$ cat src/sv/mrf_pkg.sv
`timescale 1ns / 1ps
// ----------------------------------------------------------------------------
// mrf_pkg
// Shared types, codes and the crc helper of the read master framer.
// ----------------------------------------------------------------------------
package mrf_pkg;

  typedef enum logic [2:0] {
    ST_IDLE,
    ST_TX,
    ST_EVAL,
    ST_PAY_RD,
    ST_PAY_WR,
    ST_STATUS
  } mrf_state_t;

  // input item kinds
  localparam logic KIND_REQ = 1'b0;
  localparam logic KIND_RX  = 1'b1;

  // result item kinds
  localparam logic [1:0] OKIND_TX      = 2'd0;
  localparam logic [1:0] OKIND_PAYLOAD = 2'd1;
  localparam logic [1:0] OKIND_STATUS  = 2'd2;

  // frame status codes
  localparam logic [1:0] FST_OK        = 2'd0;
  localparam logic [1:0] FST_EXCEPTION = 2'd1;
  localparam logic [1:0] FST_CRC       = 2'd2;
  localparam logic [1:0] FST_LENGTH    = 2'd3;

  localparam logic [7:0]  FC_READ_HOLDING = 8'h03;
  localparam int          EXC_BIT         = 7;
  localparam logic [15:0] CRC_INIT        = 16'hFFFF;
  localparam logic [15:0] CRC_POLY        = 16'hA001;
  localparam logic [7:0]  DEV_ADDR_RESET  = 8'h01;

  // frame layout: address, function, byte count, payload, crc low, crc high
  localparam int HDR_BYTES = 3;
  localparam int TRL_BYTES = 2;
  localparam int MIN_FRAME = HDR_BYTES + TRL_BYTES;

  // one byte through the reflected crc-16
  function automatic logic [15:0] crc_feed(logic [15:0] crc, logic [7:0] b);
    logic [15:0] c;
    c = crc ^ {8'h00, b};
    for (int n = 0; n < 8; n++) begin
      c = c[0] ? ((c >> 1) ^ CRC_POLY) : (c >> 1);
    end
    return c;
  endfunction

endpackage

$ cat src/sv/mrf_in_if.sv
`timescale 1ns / 1ps
// ----------------------------------------------------------------------------
// mrf_in_if
// Input channel: read requests and received response bytes.
// ----------------------------------------------------------------------------
interface mrf_in_if;
  logic        valid;
  logic        ready;
  logic        kind;
  logic [15:0] reg_address;
  logic [6:0]  reg_count;
  logic [7:0]  rx_byte;
  logic        rx_last;

  modport source (
    output valid, kind, reg_address, reg_count, rx_byte, rx_last,
    input  ready
  );

  modport sink (
    input  valid, kind, reg_address, reg_count, rx_byte, rx_last,
    output ready
  );
endinterface

$ cat src/sv/mrf_out_if.sv
`timescale 1ns / 1ps
// ----------------------------------------------------------------------------
// mrf_out_if
// Result channel: transmit bytes, payload bytes and frame status.
// ----------------------------------------------------------------------------
interface mrf_out_if;
  logic       valid;
  logic       ready;
  logic [1:0] out_kind;
  logic [7:0] out_byte;
  logic [1:0] frame_status;
  logic       last;

  modport source (
    output valid, out_kind, out_byte, frame_status, last,
    input  ready
  );

  modport sink (
    input  valid, out_kind, out_byte, frame_status, last,
    output ready
  );
endinterface

$ cat src/sv/modbus_rtu_read_master_framer.sv
`timescale 1ns / 1ps
// ----------------------------------------------------------------------------
// modbus_rtu_read_master_framer
// Modbus RTU master framer for read holding registers transactions.
// ----------------------------------------------------------------------------
// A request beat (kind 0) produces the eight request bytes: device address,
// function 0x03, register address high and low, zero, register count, then
// crc low and high; one byte leaves per cycle while the output register is
// free. A response beat (kind 1) carries one received byte and is absorbed
// in ST_IDLE; the receive crc runs two bytes behind so the trailing pair
// can be compared at frame end. On the beat flagged last the block runs the
// checks in ST_EVAL (length, then exception bit, then crc) and, if all pass,
// reads each payload byte back from the payload ram in ST_PAY_RD (the ram's
// registered read) and loads it into the output register in ST_PAY_WR, then
// emits one status beat with last set. Frames shorter than five bytes or
// longer than MAX_FRAME report a length error. A request beat in the middle
// of a response drops the partial frame. The payload ram holds MAX_FRAME-5
// bytes and needs no clearing after reset. While results are being produced
// no input beat is taken; the last result may still wait in the output
// register when the next beat is accepted.
// ----------------------------------------------------------------------------
module modbus_rtu_read_master_framer #(
  parameter int MAX_FRAME = 16
) (
  input  logic             clk,
  input  logic             rst_n,
  input  logic             cfg_wr_en,
  input  logic [7:0]       cfg_wr_data,
  mrf_in_if.sink           in_ch,
  mrf_out_if.source        out_ch
);

  import mrf_pkg::*;

  localparam int STORE_DEPTH = MAX_FRAME - MIN_FRAME;
  localparam int CNT_W       = $clog2(MAX_FRAME + 1);
  localparam int AW          = $clog2(STORE_DEPTH);

  // control and receive state
  mrf_state_t       state_r, state_nxt;
  logic [7:0]       dev_addr_r;
  logic [15:0]      crc_r, crc_nxt;
  logic [CNT_W-1:0] cnt_r, cnt_nxt;
  logic [7:0]       dly0_r, dly0_nxt;
  logic [7:0]       dly1_r, dly1_nxt;
  logic [7:0]       fc_r, fc_nxt;
  logic             ovr_r, ovr_nxt;
  logic [2:0]       tx_idx_r, tx_idx_nxt;
  logic [CNT_W-1:0] pay_idx_r, pay_idx_nxt;
  logic [1:0]       status_r, status_nxt;

  // latched request fields
  logic [15:0]      addr_r, addr_nxt;
  logic [6:0]       rcnt_r, rcnt_nxt;

  // output register
  logic             out_valid_r, out_valid_nxt;
  logic [1:0]       out_kind_r;
  logic [7:0]       out_byte_r;
  logic [1:0]       out_status_r;
  logic             out_last_r;

  // beat being loaded into the output register
  logic             beat_ld;
  logic [1:0]       beat_kind;
  logic [7:0]       beat_byte;
  logic [1:0]       beat_status;
  logic             beat_last;

  logic             in_ready;
  logic             in_acc, req_acc, rx_acc;
  logic             slot_free;
  logic             room;
  logic [7:0]       tx_byte;
  logic [1:0]       eval_status;
  logic [CNT_W-1:0] pay_cnt;

  // payload ram ports
  logic             ram_wr_en;
  logic [AW-1:0]    ram_wr_addr;
  logic             ram_rd_en;
  logic [7:0]       ram_rd_data;

  assign in_acc    = in_ch.valid && in_ready;
  assign req_acc   = in_acc && (in_ch.kind == KIND_REQ);
  assign rx_acc    = in_acc && (in_ch.kind == KIND_RX);
  assign slot_free = !out_valid_r || out_ch.ready;
  assign room      = cnt_r < CNT_W'(MAX_FRAME);
  assign pay_cnt   = cnt_r - CNT_W'(MIN_FRAME);

  // payload bytes sit between the header and the crc trailer
  assign ram_wr_en   = rx_acc && room && (cnt_r >= CNT_W'(HDR_BYTES)) &&
                       (cnt_r < CNT_W'(MAX_FRAME - TRL_BYTES));
  assign ram_wr_addr = AW'(cnt_r - CNT_W'(HDR_BYTES));

  mrf_ram #(
    .WIDTH (8),
    .DEPTH (STORE_DEPTH)
  ) u_payload_ram (
    .clk     (clk),
    .wr_en   (ram_wr_en),
    .wr_addr (ram_wr_addr),
    .wr_data (in_ch.rx_byte),
    .rd_en   (ram_rd_en),
    .rd_addr (pay_idx_r[AW-1:0]),
    .rd_data (ram_rd_data)
  );

  // request byte for the current transmit slot
  always_comb begin
    case (tx_idx_r)
      3'd0:    tx_byte = dev_addr_r;
      3'd1:    tx_byte = FC_READ_HOLDING;
      3'd2:    tx_byte = addr_r[15:8];
      3'd3:    tx_byte = addr_r[7:0];
      3'd4:    tx_byte = 8'h00;
      3'd5:    tx_byte = {1'b0, rcnt_r};
      3'd6:    tx_byte = crc_r[7:0];
      default: tx_byte = crc_r[15:8];
    endcase
  end

  // frame end checks, in priority order
  always_comb begin
    if (ovr_r || (cnt_r < CNT_W'(MIN_FRAME))) begin
      eval_status = FST_LENGTH;
    end else if (fc_r[EXC_BIT]) begin
      eval_status = FST_EXCEPTION;
    end else if (crc_r != {dly1_r, dly0_r}) begin
      eval_status = FST_CRC;
    end else begin
      eval_status = FST_OK;
    end
  end

  // next state
  always_comb begin
    state_nxt = state_r;
    case (state_r)
      ST_IDLE: begin
        if (req_acc) begin
          state_nxt = ST_TX;
        end else if (rx_acc && in_ch.rx_last) begin
          state_nxt = ST_EVAL;
        end
      end
      ST_TX: begin
        if (slot_free && (tx_idx_r == 3'd7)) begin
          state_nxt = ST_IDLE;
        end
      end
      ST_EVAL: begin
        if ((eval_status == FST_OK) && (pay_cnt != '0)) begin
          state_nxt = ST_PAY_RD;
        end else begin
          state_nxt = ST_STATUS;
        end
      end
      ST_PAY_RD: state_nxt = ST_PAY_WR;
      ST_PAY_WR: begin
        if (slot_free) begin
          state_nxt = (pay_idx_r + 1'b1 == pay_cnt) ? ST_STATUS : ST_PAY_RD;
        end
      end
      ST_STATUS: begin
        if (slot_free) begin
          state_nxt = ST_IDLE;
        end
      end
      default: state_nxt = ST_IDLE;
    endcase
  end

  // state outputs
  always_comb begin
    in_ready    = 1'b0;
    ram_rd_en   = 1'b0;
    beat_ld     = 1'b0;
    beat_kind   = OKIND_TX;
    beat_byte   = 8'h00;
    beat_status = FST_OK;
    beat_last   = 1'b0;
    case (state_r)
      ST_IDLE:   in_ready = 1'b1;
      ST_TX: begin
        beat_ld   = slot_free;
        beat_kind = OKIND_TX;
        beat_byte = tx_byte;
        beat_last = (tx_idx_r == 3'd7);
      end
      ST_PAY_RD: ram_rd_en = 1'b1;
      ST_PAY_WR: begin
        beat_ld   = slot_free;
        beat_kind = OKIND_PAYLOAD;
        beat_byte = ram_rd_data;
      end
      ST_STATUS: begin
        beat_ld     = slot_free;
        beat_kind   = OKIND_STATUS;
        beat_status = status_r;
        beat_last   = 1'b1;
      end
      default: ;
    endcase
  end

  // datapath next values
  always_comb begin
    crc_nxt     = crc_r;
    cnt_nxt     = cnt_r;
    dly0_nxt    = dly0_r;
    dly1_nxt    = dly1_r;
    fc_nxt      = fc_r;
    ovr_nxt     = ovr_r;
    tx_idx_nxt  = tx_idx_r;
    pay_idx_nxt = pay_idx_r;
    status_nxt  = status_r;
    addr_nxt    = addr_r;
    rcnt_nxt    = rcnt_r;

    if (req_acc) begin
      // a request drops any partial response
      crc_nxt    = CRC_INIT;
      cnt_nxt    = '0;
      dly0_nxt   = 8'h00;
      dly1_nxt   = 8'h00;
      fc_nxt     = 8'h00;
      ovr_nxt    = 1'b0;
      tx_idx_nxt = 3'd0;
      addr_nxt   = in_ch.reg_address;
      rcnt_nxt   = in_ch.reg_count;
    end else if (rx_acc) begin
      if (!room) begin
        ovr_nxt = 1'b1;
      end else begin
        if (cnt_r == CNT_W'(1)) begin
          fc_nxt = in_ch.rx_byte;
        end
        // crc lags two bytes behind the stream
        if (cnt_r >= CNT_W'(2)) begin
          crc_nxt = crc_feed(crc_r, dly0_r);
        end
        dly0_nxt = dly1_r;
        dly1_nxt = in_ch.rx_byte;
        cnt_nxt  = cnt_r + 1'b1;
      end
    end

    if ((state_r == ST_TX) && slot_free) begin
      tx_idx_nxt = tx_idx_r + 1'b1;
      if (tx_idx_r < 3'd6) begin
        crc_nxt = crc_feed(crc_r, tx_byte);
      end else if (tx_idx_r == 3'd7) begin
        crc_nxt = CRC_INIT;
      end
    end

    if (state_r == ST_EVAL) begin
      status_nxt  = eval_status;
      pay_idx_nxt = '0;
    end

    if ((state_r == ST_PAY_WR) && slot_free) begin
      pay_idx_nxt = pay_idx_r + 1'b1;
    end

    // frame end returns the receive side to its reset values
    if ((state_r == ST_STATUS) && slot_free) begin
      crc_nxt  = CRC_INIT;
      cnt_nxt  = '0;
      dly0_nxt = 8'h00;
      dly1_nxt = 8'h00;
      fc_nxt   = 8'h00;
      ovr_nxt  = 1'b0;
    end
  end

  assign out_valid_nxt = beat_ld ? 1'b1 : (out_ch.ready ? 1'b0 : out_valid_r);

  // control registers
  always_ff @(posedge clk) begin
    if (!rst_n) begin
      state_r     <= ST_IDLE;
      dev_addr_r  <= DEV_ADDR_RESET;
      crc_r       <= CRC_INIT;
      cnt_r       <= '0;
      dly0_r      <= 8'h00;
      dly1_r      <= 8'h00;
      fc_r        <= 8'h00;
      ovr_r       <= 1'b0;
      tx_idx_r    <= 3'd0;
      pay_idx_r   <= '0;
      status_r    <= FST_OK;
      out_valid_r <= 1'b0;
    end else begin
      state_r     <= state_nxt;
      crc_r       <= crc_nxt;
      cnt_r       <= cnt_nxt;
      dly0_r      <= dly0_nxt;
      dly1_r      <= dly1_nxt;
      fc_r        <= fc_nxt;
      ovr_r       <= ovr_nxt;
      tx_idx_r    <= tx_idx_nxt;
      pay_idx_r   <= pay_idx_nxt;
      status_r    <= status_nxt;
      out_valid_r <= out_valid_nxt;
      if (cfg_wr_en) begin
        dev_addr_r <= cfg_wr_data;
      end
    end
  end

  // payload registers
  always_ff @(posedge clk) begin
    addr_r <= addr_nxt;
    rcnt_r <= rcnt_nxt;
    if (beat_ld) begin
      out_kind_r   <= beat_kind;
      out_byte_r   <= beat_byte;
      out_status_r <= beat_status;
      out_last_r   <= beat_last;
    end
  end

  assign in_ch.ready         = in_ready;
  assign out_ch.valid        = out_valid_r;
  assign out_ch.out_kind     = out_kind_r;
  assign out_ch.out_byte     = out_byte_r;
  assign out_ch.frame_status = out_status_r;
  assign out_ch.last         = out_last_r;

  // byte count saturates at the frame limit
  a_cnt_bound: assert property (@(posedge clk) disable iff (!rst_n)
    cnt_r <= CNT_W'(MAX_FRAME))
    else $error("frame byte count beyond limit");

  // overrun only once the frame is full
  a_ovr_full: assert property (@(posedge clk) disable iff (!rst_n)
    ovr_r |-> (cnt_r == CNT_W'(MAX_FRAME)))
    else $error("overrun with room left");

  // payload beats only follow a clean frame
  a_pay_ok: assert property (@(posedge clk) disable iff (!rst_n)
    (state_r == ST_PAY_WR) |-> (status_r == FST_OK))
    else $error("payload read after failed check");

  // status beat leaves the receive side cleared
  a_rx_clear: assert property (@(posedge clk) disable iff (!rst_n)
    ((state_r == ST_STATUS) && slot_free) |=>
      ((cnt_r == '0) && (crc_r == CRC_INIT) && !ovr_r && (fc_r == 8'h00)))
    else $error("receive state not cleared at frame end");

endmodule

$ cat src/sv/mrf_ram.sv
`timescale 1ns / 1ps
// ----------------------------------------------------------------------------
// mrf_ram
// Generic single-write, single-read ram with registered read data.
// ----------------------------------------------------------------------------
module mrf_ram #(
  parameter int WIDTH = 8,
  parameter int DEPTH = 16
) (
  input  logic                     clk,
  input  logic                     wr_en,
  input  logic [$clog2(DEPTH)-1:0] wr_addr,
  input  logic [WIDTH-1:0]         wr_data,
  input  logic                     rd_en,
  input  logic [$clog2(DEPTH)-1:0] rd_addr,
  output logic [WIDTH-1:0]         rd_data
);

  logic [WIDTH-1:0] mem_r [DEPTH];
  logic [WIDTH-1:0] rd_data_r;

  always_ff @(posedge clk) begin
    if (wr_en) begin
      mem_r[wr_addr] <= wr_data;
    end
    if (rd_en) begin
      rd_data_r <= mem_r[rd_addr];
    end
  end

  assign rd_data = rd_data_r;

endmodule

$ cat src/flat_wrapper.sv
// flat-port wrapper written by rule: the top's interface ports become plain ports
module modbus_rtu_read_master_framer_flat import mrf_pkg::*;
#(
  parameter int MAX_FRAME = 16
)
  (clk, rst_n, cfg_wr_en, cfg_wr_data, in_ch_valid, in_ch_kind, in_ch_reg_address, in_ch_reg_count, in_ch_rx_byte, in_ch_rx_last, in_ch_ready, out_ch_valid, out_ch_out_kind, out_ch_out_byte, out_ch_frame_status, out_ch_last, out_ch_ready);
  mrf_in_if in_ch_i ();
  mrf_out_if out_ch_i ();
  input  logic clk;
  input  logic rst_n;
  input  logic cfg_wr_en;
  input  logic [7:0] cfg_wr_data;
  input wire logic [$bits(in_ch_i.valid)-1:0] in_ch_valid;
  input wire logic [$bits(in_ch_i.kind)-1:0] in_ch_kind;
  input wire logic [$bits(in_ch_i.reg_address)-1:0] in_ch_reg_address;
  input wire logic [$bits(in_ch_i.reg_count)-1:0] in_ch_reg_count;
  input wire logic [$bits(in_ch_i.rx_byte)-1:0] in_ch_rx_byte;
  input wire logic [$bits(in_ch_i.rx_last)-1:0] in_ch_rx_last;
  output wire logic [$bits(in_ch_i.ready)-1:0] in_ch_ready;
  output wire logic [$bits(out_ch_i.valid)-1:0] out_ch_valid;
  output wire logic [$bits(out_ch_i.out_kind)-1:0] out_ch_out_kind;
  output wire logic [$bits(out_ch_i.out_byte)-1:0] out_ch_out_byte;
  output wire logic [$bits(out_ch_i.frame_status)-1:0] out_ch_frame_status;
  output wire logic [$bits(out_ch_i.last)-1:0] out_ch_last;
  input wire logic [$bits(out_ch_i.ready)-1:0] out_ch_ready;
  assign in_ch_i.valid = in_ch_valid;
  assign in_ch_i.kind = in_ch_kind;
  assign in_ch_i.reg_address = in_ch_reg_address;
  assign in_ch_i.reg_count = in_ch_reg_count;
  assign in_ch_i.rx_byte = in_ch_rx_byte;
  assign in_ch_i.rx_last = in_ch_rx_last;
  assign in_ch_ready = in_ch_i.ready;
  assign out_ch_valid = out_ch_i.valid;
  assign out_ch_out_kind = out_ch_i.out_kind;
  assign out_ch_out_byte = out_ch_i.out_byte;
  assign out_ch_frame_status = out_ch_i.frame_status;
  assign out_ch_last = out_ch_i.last;
  assign out_ch_i.ready = out_ch_ready;
  modbus_rtu_read_master_framer #(.MAX_FRAME(MAX_FRAME)) u_core (.clk(clk), .rst_n(rst_n), .cfg_wr_en(cfg_wr_en), .cfg_wr_data(cfg_wr_data), .in_ch(in_ch_i), .out_ch(out_ch_i));
endmodule
$ cat config.mk
export PLATFORM = sky130hd
export DESIGN_NAME = modbus_rtu_read_master_framer_flat
export DESIGN_NICKNAME = d
export VERILOG_FILES = /design/src/sv/mrf_pkg.sv /design/src/sv/mrf_in_if.sv /design/src/sv/mrf_out_if.sv /design/src/sv/modbus_rtu_read_master_framer.sv /design/src/sv/mrf_ram.sv /design/src/flat_wrapper.sv
export SDC_FILE = /design/constraint.sdc
export NUM_CORES = 1
export LEC_CHECK = 0
export BUFFER_PORTS_ARGS = -buffer_cell sky130_fd_sc_hd__buf_2
export CORE_ASPECT_RATIO = 0.9
export CORE_MARGIN = 4
export CORE_UTILIZATION = 29
export CTS_CLUSTER_SIZE = 30
export DETAILED_ROUTE_END_ITERATION = 6
export GPL_ROUTABILITY_DRIVEN = 1
export PLACE_DENSITY = 0.43
export SYNTH_ARGS = -nofsm -noshare
export SYNTH_HDL_FRONTEND = slang
export SYNTH_SLANG_ARGS = --single-unit
$ cat constraint.sdc
create_clock -name clk -period 6.1 [get_ports clk]
set_input_delay 0 -clock clk [delete_from_list [all_inputs] [get_ports clk]]
set_output_delay 0 -clock clk [all_outputs]
set_load 0.1 [all_outputs]
; Yosys cells after proc, flatten, opt, wreduce, memory -nomap -nowiden
; Memory sizes are Yosys's and may differ from the RTL's. A register that Yosys moved wholly into a read port is not among the register bits.
; Cells that the tools add are included.
[word_totals]
reg_bits = 104
ram_bits = 88
in_bits = 46
output_inout_bits = 15
word_cells = 148
mem_count = 1
[op_classes]
n_addsub = 5
magnitude_cmp = 6
eq_ne = 19
n_mux = 49
bitwise = 21
reduce_logical = 29
[mem_list]
columns = memory, words, word_bits, read_ports, rd_clocked_by_memory_dff, write_ports, line_no
row1 = u_core.u_payload_ram.mem_r, 11, 8, 1, 1, 1, mrf_ram.sv:19  ; logic [WIDTH-1:0] mem_r [DEPTH];
[ops]
columns = op, n
row1 = two-way mux 16 bit, 23
row2 = one-hot mux 8 bit (7 select lines), 1
row3 = NOT 2 -> 3 bit, 16
row4 = XOR 16 x 8 -> 16 bit, 2
row5 = two-way mux 3 bit, 9
row6 = "== test 3 bit, second input constant", 6
row7 = one-hot mux 3 bit (6 select lines), 1
row8 = != test 16 bit, 1
row9 = one-hot mux 8 bit (2 select lines), 1
row10 = "== test 3 x 2 -> 1 bit, second input constant", 4
row11 = logical AND 1 bit, 12
row12 = "adder 5 x 1 -> 5 bit, second input constant", 2
row13 = "greater-or-equal comparator 5 x 2 -> 1 bit, second input constant", 2
row14 = two-way mux 5 bit, 2
row15 = two-way mux 1 bit, 7
row16 = "== test 3 x 1 -> 1 bit, second input constant", 2
row17 = zero test 3 bit, 2
row18 = two-way mux 2 bit, 3
row19 = "!= test 2 x 1 -> 1 bit, second input constant", 3
row20 = nonzero test 2 bit, 3
row21 = OR reduction 3 bit, 2
row22 = "== test 5 x 1 -> 1 bit, second input constant", 1
row23 = == test 5 bit, 1
row24 = "< comparator 5 x 3 -> 1 bit, second input constant", 1
row25 = other kinds (18), 22

; Longest topological paths before layout
[depth]
depth_word = 24
mapped_depth = 13
mapped_depth_nobuf = 11

; Modules after synthesis
; A second synthesis with hierarchy kept.
[hier_totals]
hier_cells = 746
area_unflattened_um2 = 8888.5
[modules_own_cells]
columns = mod, instances, cells_per_inst, area_each_um2
row1 = modbus_rtu_read_master_framer, 1, 538, 5081.1
row2 = mrf_ram, 1, 208, 3807.4

; Worst setup path after synthesis
; Ideal clock, no wire load.
[synth_path]
kind = flip-flop to flip-flop
start = register u_core.tx_idx_r[0]
end = register u_core.crc_r[0]
setup_ps = 144
arrival_ps = 2796
required_time_ps = 5956
path_slack_ps = 3161
path_stages_with_launch = 12
n_path_buf = 0
cell_sequence = dfxtp_1 > inv_1 > ha_1 > or3_4 > or3_1 > o311ai_0 > a21boi_2 > xnor2_1 > xnor3_1 > xnor2_2 > mux2i_1 > a21oi_1
[synth_via]
elab_chain_len = 14
[synth_lines]
columns = item, line_no
row1 = start: declaration, modbus_rtu_read_master_framer.sv:48  ; logic [2:0] tx_idx_r, tx_idx_nxt;
row2 = start signal: assignment, modbus_rtu_read_master_framer.sv:303  ; tx_idx_r <= tx_idx_nxt;
row3 = "== test 3 bit, or another cell as far along", modbus_rtu_read_master_framer.sv:111  ; case (tx_idx_r)
row4 = one-hot mux 8 bit (7 select lines), modbus_rtu_read_master_framer.sv:111
row5 = XOR 16 x 8 -> 16 bit, mrf_pkg.sv:46  ; c = crc ^ {8'h00, b};
row6 = two-way mux 16 bit or NOT 2 -> 3 bit (tied branches) (6 in a row), --
row7 = NOT 2 -> 3 bit (no source line) or two-way mux 16 bit (tied branches), --
row8 = two-way mux 16 bit (2 in a row), mrf_pkg.sv:48  ; c = c[0] ? ((c >> 1) ^ CRC_POLY) : (c >> 1);
row9 = two-way mux 16 bit (*), modbus_rtu_read_master_framer.sv:251  ; if (tx_idx_r < 3'd6) begin
row10 = two-way mux 16 bit (*), modbus_rtu_read_master_framer.sv:249  ; if ((state_r == ST_TX) && slot_free) begin
row11 = end signal: assignment, modbus_rtu_read_master_framer.sv:297  ; crc_r <= crc_nxt;
row12 = end: declaration, modbus_rtu_read_master_framer.sv:42  ; logic [15:0] crc_r, crc_nxt;
; Every way passes the cells marked *; elsewhere a longest branch is shown, timed or not.
; A chain may end at the register's enable or synchronous reset.

; Worst setup path after layout
[layout_path]
start = register u_core.tx_idx_r[2]
end = register u_core.crc_r[0]
; The elaborated chain is that of the path after synthesis.

==> results.json <==
{
  "die_width_um": 191.3,
  "period_share": 0.5738,
  "crit_type": "flip-flop to flip-flop",
  "crit_path_end_kind": "flip-flop",
  "worstPathRequired_ps": 6420,
  "synth_area_mm2": 0.008765,
  "fillCellCount": 3026,
  "yosys.cell_types.count": 61,
  "power_density_mw_per_mm2": 337.1,
  "fin_tns_setup_ps": 0,
  "diodes": 0,
  "synth_edf_count": 132,
  "wl_per_cell_um": 17.94,
  "synthesis.nets": 804,
  "synth.yosys.seq_area_share": 0.5916,
  "cp_slowest_cell": "dfxtp_1",
  "vias": 5906,
  "overflow": 0,
  "fin_total_pwr_uw": 3575,
  "hpwl_mm": 15.62,
  "async_flop_share": 0,
  "synth_top_area_share": 0.4522,
  "routed_via_density": 4.706,
  "dieArea_mm2": 0.03307,
  "wl_mm": 22.52,
  "final_cells": 1255,
  "drc": 0,
  "place_inst": 1175,
  "cpPeakStageDelay_ps": 790,
  "grt_usage": 0.1385,
  "clockBufferDepth": 2,
  "relSlewSlack": 0.3509,
  "clk_transition_reported_paths_ps": 70,
  "fin_hold_ws_ps": 130.0,
  "hold_path.class": "primary input to flip-flop",
  "dr.pass1.iters": 6,
  "start_util": 0.2933,
  "cts_setup_buffers": 0,
  "status": "complete, no violations",
  "hold_viol": 0,
  "port_buffers": 60,
  "setup_violations": 0,
  "report.final.slew_viol_count": 0,
  "htree_num_levels": 4,
  "dieHeight_um": 172.9,
  "gp_congestion": 0.8450,
  "hp-start": "in_ch_kind",
  "finalClockSkew_ps": 11.37,
  "ys.flop_type": "edfxtp_1",
  "grt_pass1_wl_mm": 35.17,
  "crit_buf_inv": 1,
  "drtIter0Drc": 452,
  "r2r_start": "u_core.tx_idx_r[2]",
  "crit_fanout": 22,
  "crit_arrival_ps": 3820,
  "std_cell_rows": 60,
  "cts_buffers": 17,
  "finish.utilization": 0.3549,
  "cts_sinks": 193,
  "synth_area_leaders": "edfxtp_1, dfxtp_1, mux4_2",
  "avgSynthCellArea_um2": 11.81,
  "finalCriticalPeriod_ps": 3500,
  "finalNetCount": 901,
  "vdd_drop_max_mv": 0.1905,
  "power.leakage_uw": 0.003635,
  "grt_pass1_vias": 5904,
  "core_area_mm2": 0.02988,
  "yosys_register_bits": 193,
  "yosysTopAreaCell": "edfxtp_1",
  "syn_inst": 742,
  "tightest_slew_ps": 973.6,
  "yosys_warnings": 0,
  "rsz0062_at_grt": "false",
  "grt_antenna_before_repair": 0,
  "cap_viol_max_count": 0,
  "crit_chain": "inv_1 > ha_1 > a222oi_1 > a211oi_1 > a21oi_4 > xor2_2 > xnor3_1 > xnor2_2 > mux2i_1 > a21oi_1",
  "insertion_delay_ps": 440,
  "fmax_ghz": 0.2857,
  "cts_tree": "built",
  "pin_count": 61,
  "cpLargestDelayFamily": "compound AO/OA/AOI/OAI gates",
  "ant_nets": 0,
  "layout-drive-gt1-share": 0.1631,
  "grt_max_degree": 36,
  "cts_root_buf": "clkbuf_16",
  "cp-start-kind": "flip-flop",
  "area_delta_synth_final_pct": 20.97,
  "startpoint": "u_core.tx_idx_r[2]"
}
[synthesized netlist by cell type (16+ instances only)]
cell and n:
a21oi_1 42, clkbuf_1 32, dfxtp_1 61, edfxtp_1 132
ha_1 16, mux2i_1 27, mux4_2 16, nand2_1 96
nand3_1 17, nor2_1 55, o21ai_0 41, xnor2_1 32
xor2_1 23
[layer usage]
layer  up-vias  GRT usage  share of wire  wire length [um]
li1       2892          -              -                 -
met1      2907     0.2064           0.50             11280
met2        93     0.2111           0.46             10270
met3        14    0.02342          0.033               742
met4         0    0.03232          0.010               225
met5         -          0              0                 0
[flip-flops by register name (all words and copies together) (netlist names), 5 cells and up]
name and count:
u_core.u_payload_ram.mem_r 88, u_core.crc_r 16, u_core.out_ch.out_byte 8, u_core.rcnt_r 7
u_core.pay_idx_r 5, u_core.dly1_r 8, u_core.addr_r 16, u_core.dly0_r 8
u_core.u_payload_ram.rd_data 8, u_core.dev_addr_r 8, u_core.cnt_r 5
[layout by cell type, fill, tap and decap left out, types with 3 or more instances in the layout]
cell type / instances
dlygate4sd3_1: 48
nor3_1: 12
buf_2: 60
clkinv_8: 5
o21ai_0: 41
dfxtp_1: 60
and2_1: 6
nand2_1: 96
mux4_2: 16
and3_1: 4
nand4_1: 5
edfxtp_1: 132
mux2i_1: 27
o22ai_1: 14
a21oi_1: 42
a222oi_1: 3
buf_4: 11
inv_6: 5
xor2_1: 23
a31oi_1: 4
nand2b_1: 12
ha_1: 16
nor3b_1: 4
clkbuf_16: 17
a32oi_1: 3
xnor2_1: 32
nor2b_1: 12
a22o_1: 4
a22oi_1: 7
inv_1: 11
nor2_1: 54
mux2_2: 6
nand3_1: 17
[per-stage QoR]
stage	instance area, um^2	worst slack (ps)
4_1_cts	10600	2607
5_1_grt	10600	2287
6_report	10600	2600
3_3_place_gp	9505	2712
2_1_floorplan	8765	3161
3_5_place_dp	9505	2612
[worst paths after layout]
| path | depth (start not counted) | slack (ps) | end |
|---|---|---|---|
| hold / removal | 4 | 130 | u_core.ovr_r |
| setup reg to reg | 10 | 2600 | u_core.crc_r[0] |
| hold reg to reg | 2 | 470 | u_core.dly0_r[3] |
| setup / recovery | 10 | 2600 | u_core.crc_r[0] |
[worst reg2reg max path: stages (launching register included)]
cell	delay, ps
dfxtp_1	790
inv_1	140
ha_1	320
a222oi_1	540
a211oi_1	200
a21oi_4	200
xor2_2	200
xnor3_1	490
xnor2_2	220
mux2i_1	210
a21oi_1	50
[timing repair]
| action | 4_1_cts | 5_1_grt |
|---|---|---|
| hold buffers | 48 | 0 |
| endpoints found under the hold margin | 129 | 0 |
| gates resized for setup | 0 | 0 |
[power breakdown]
group,total (uW),switching [uW],internal [uW]
logic,863,534,330
registers,1560,84.2,1480
clock network,1150,558,592
[layout make-up]
cell class | count | area, um^2 | area share
flip-flops and latches | 193 | 5186 | 0.4891
multi-input cells | 497 | 3391 | 0.3198
repair buffers | 119 | 863.3 | 0.08143
well taps | 403 | 504.2 | 0.04756
clock buffers | 17 | 425.4 | 0.04012
clock inverters | 15 | 191.4 | 0.01806
inverters | 11 | 41.29 | 0.003894
[cell families after synthesis]
family	count (synthesis)	share of synthesized area
compound gates	139	0.09850
xor+xnor	58	0.06124
fa+ha+maj	16	0.02284
buf+inv	52	0.02313
flops	193	0.5916
mux	49	0.07966
simple gates	235	0.1231
No activity file was read; power rests on OpenSTA's default activity.
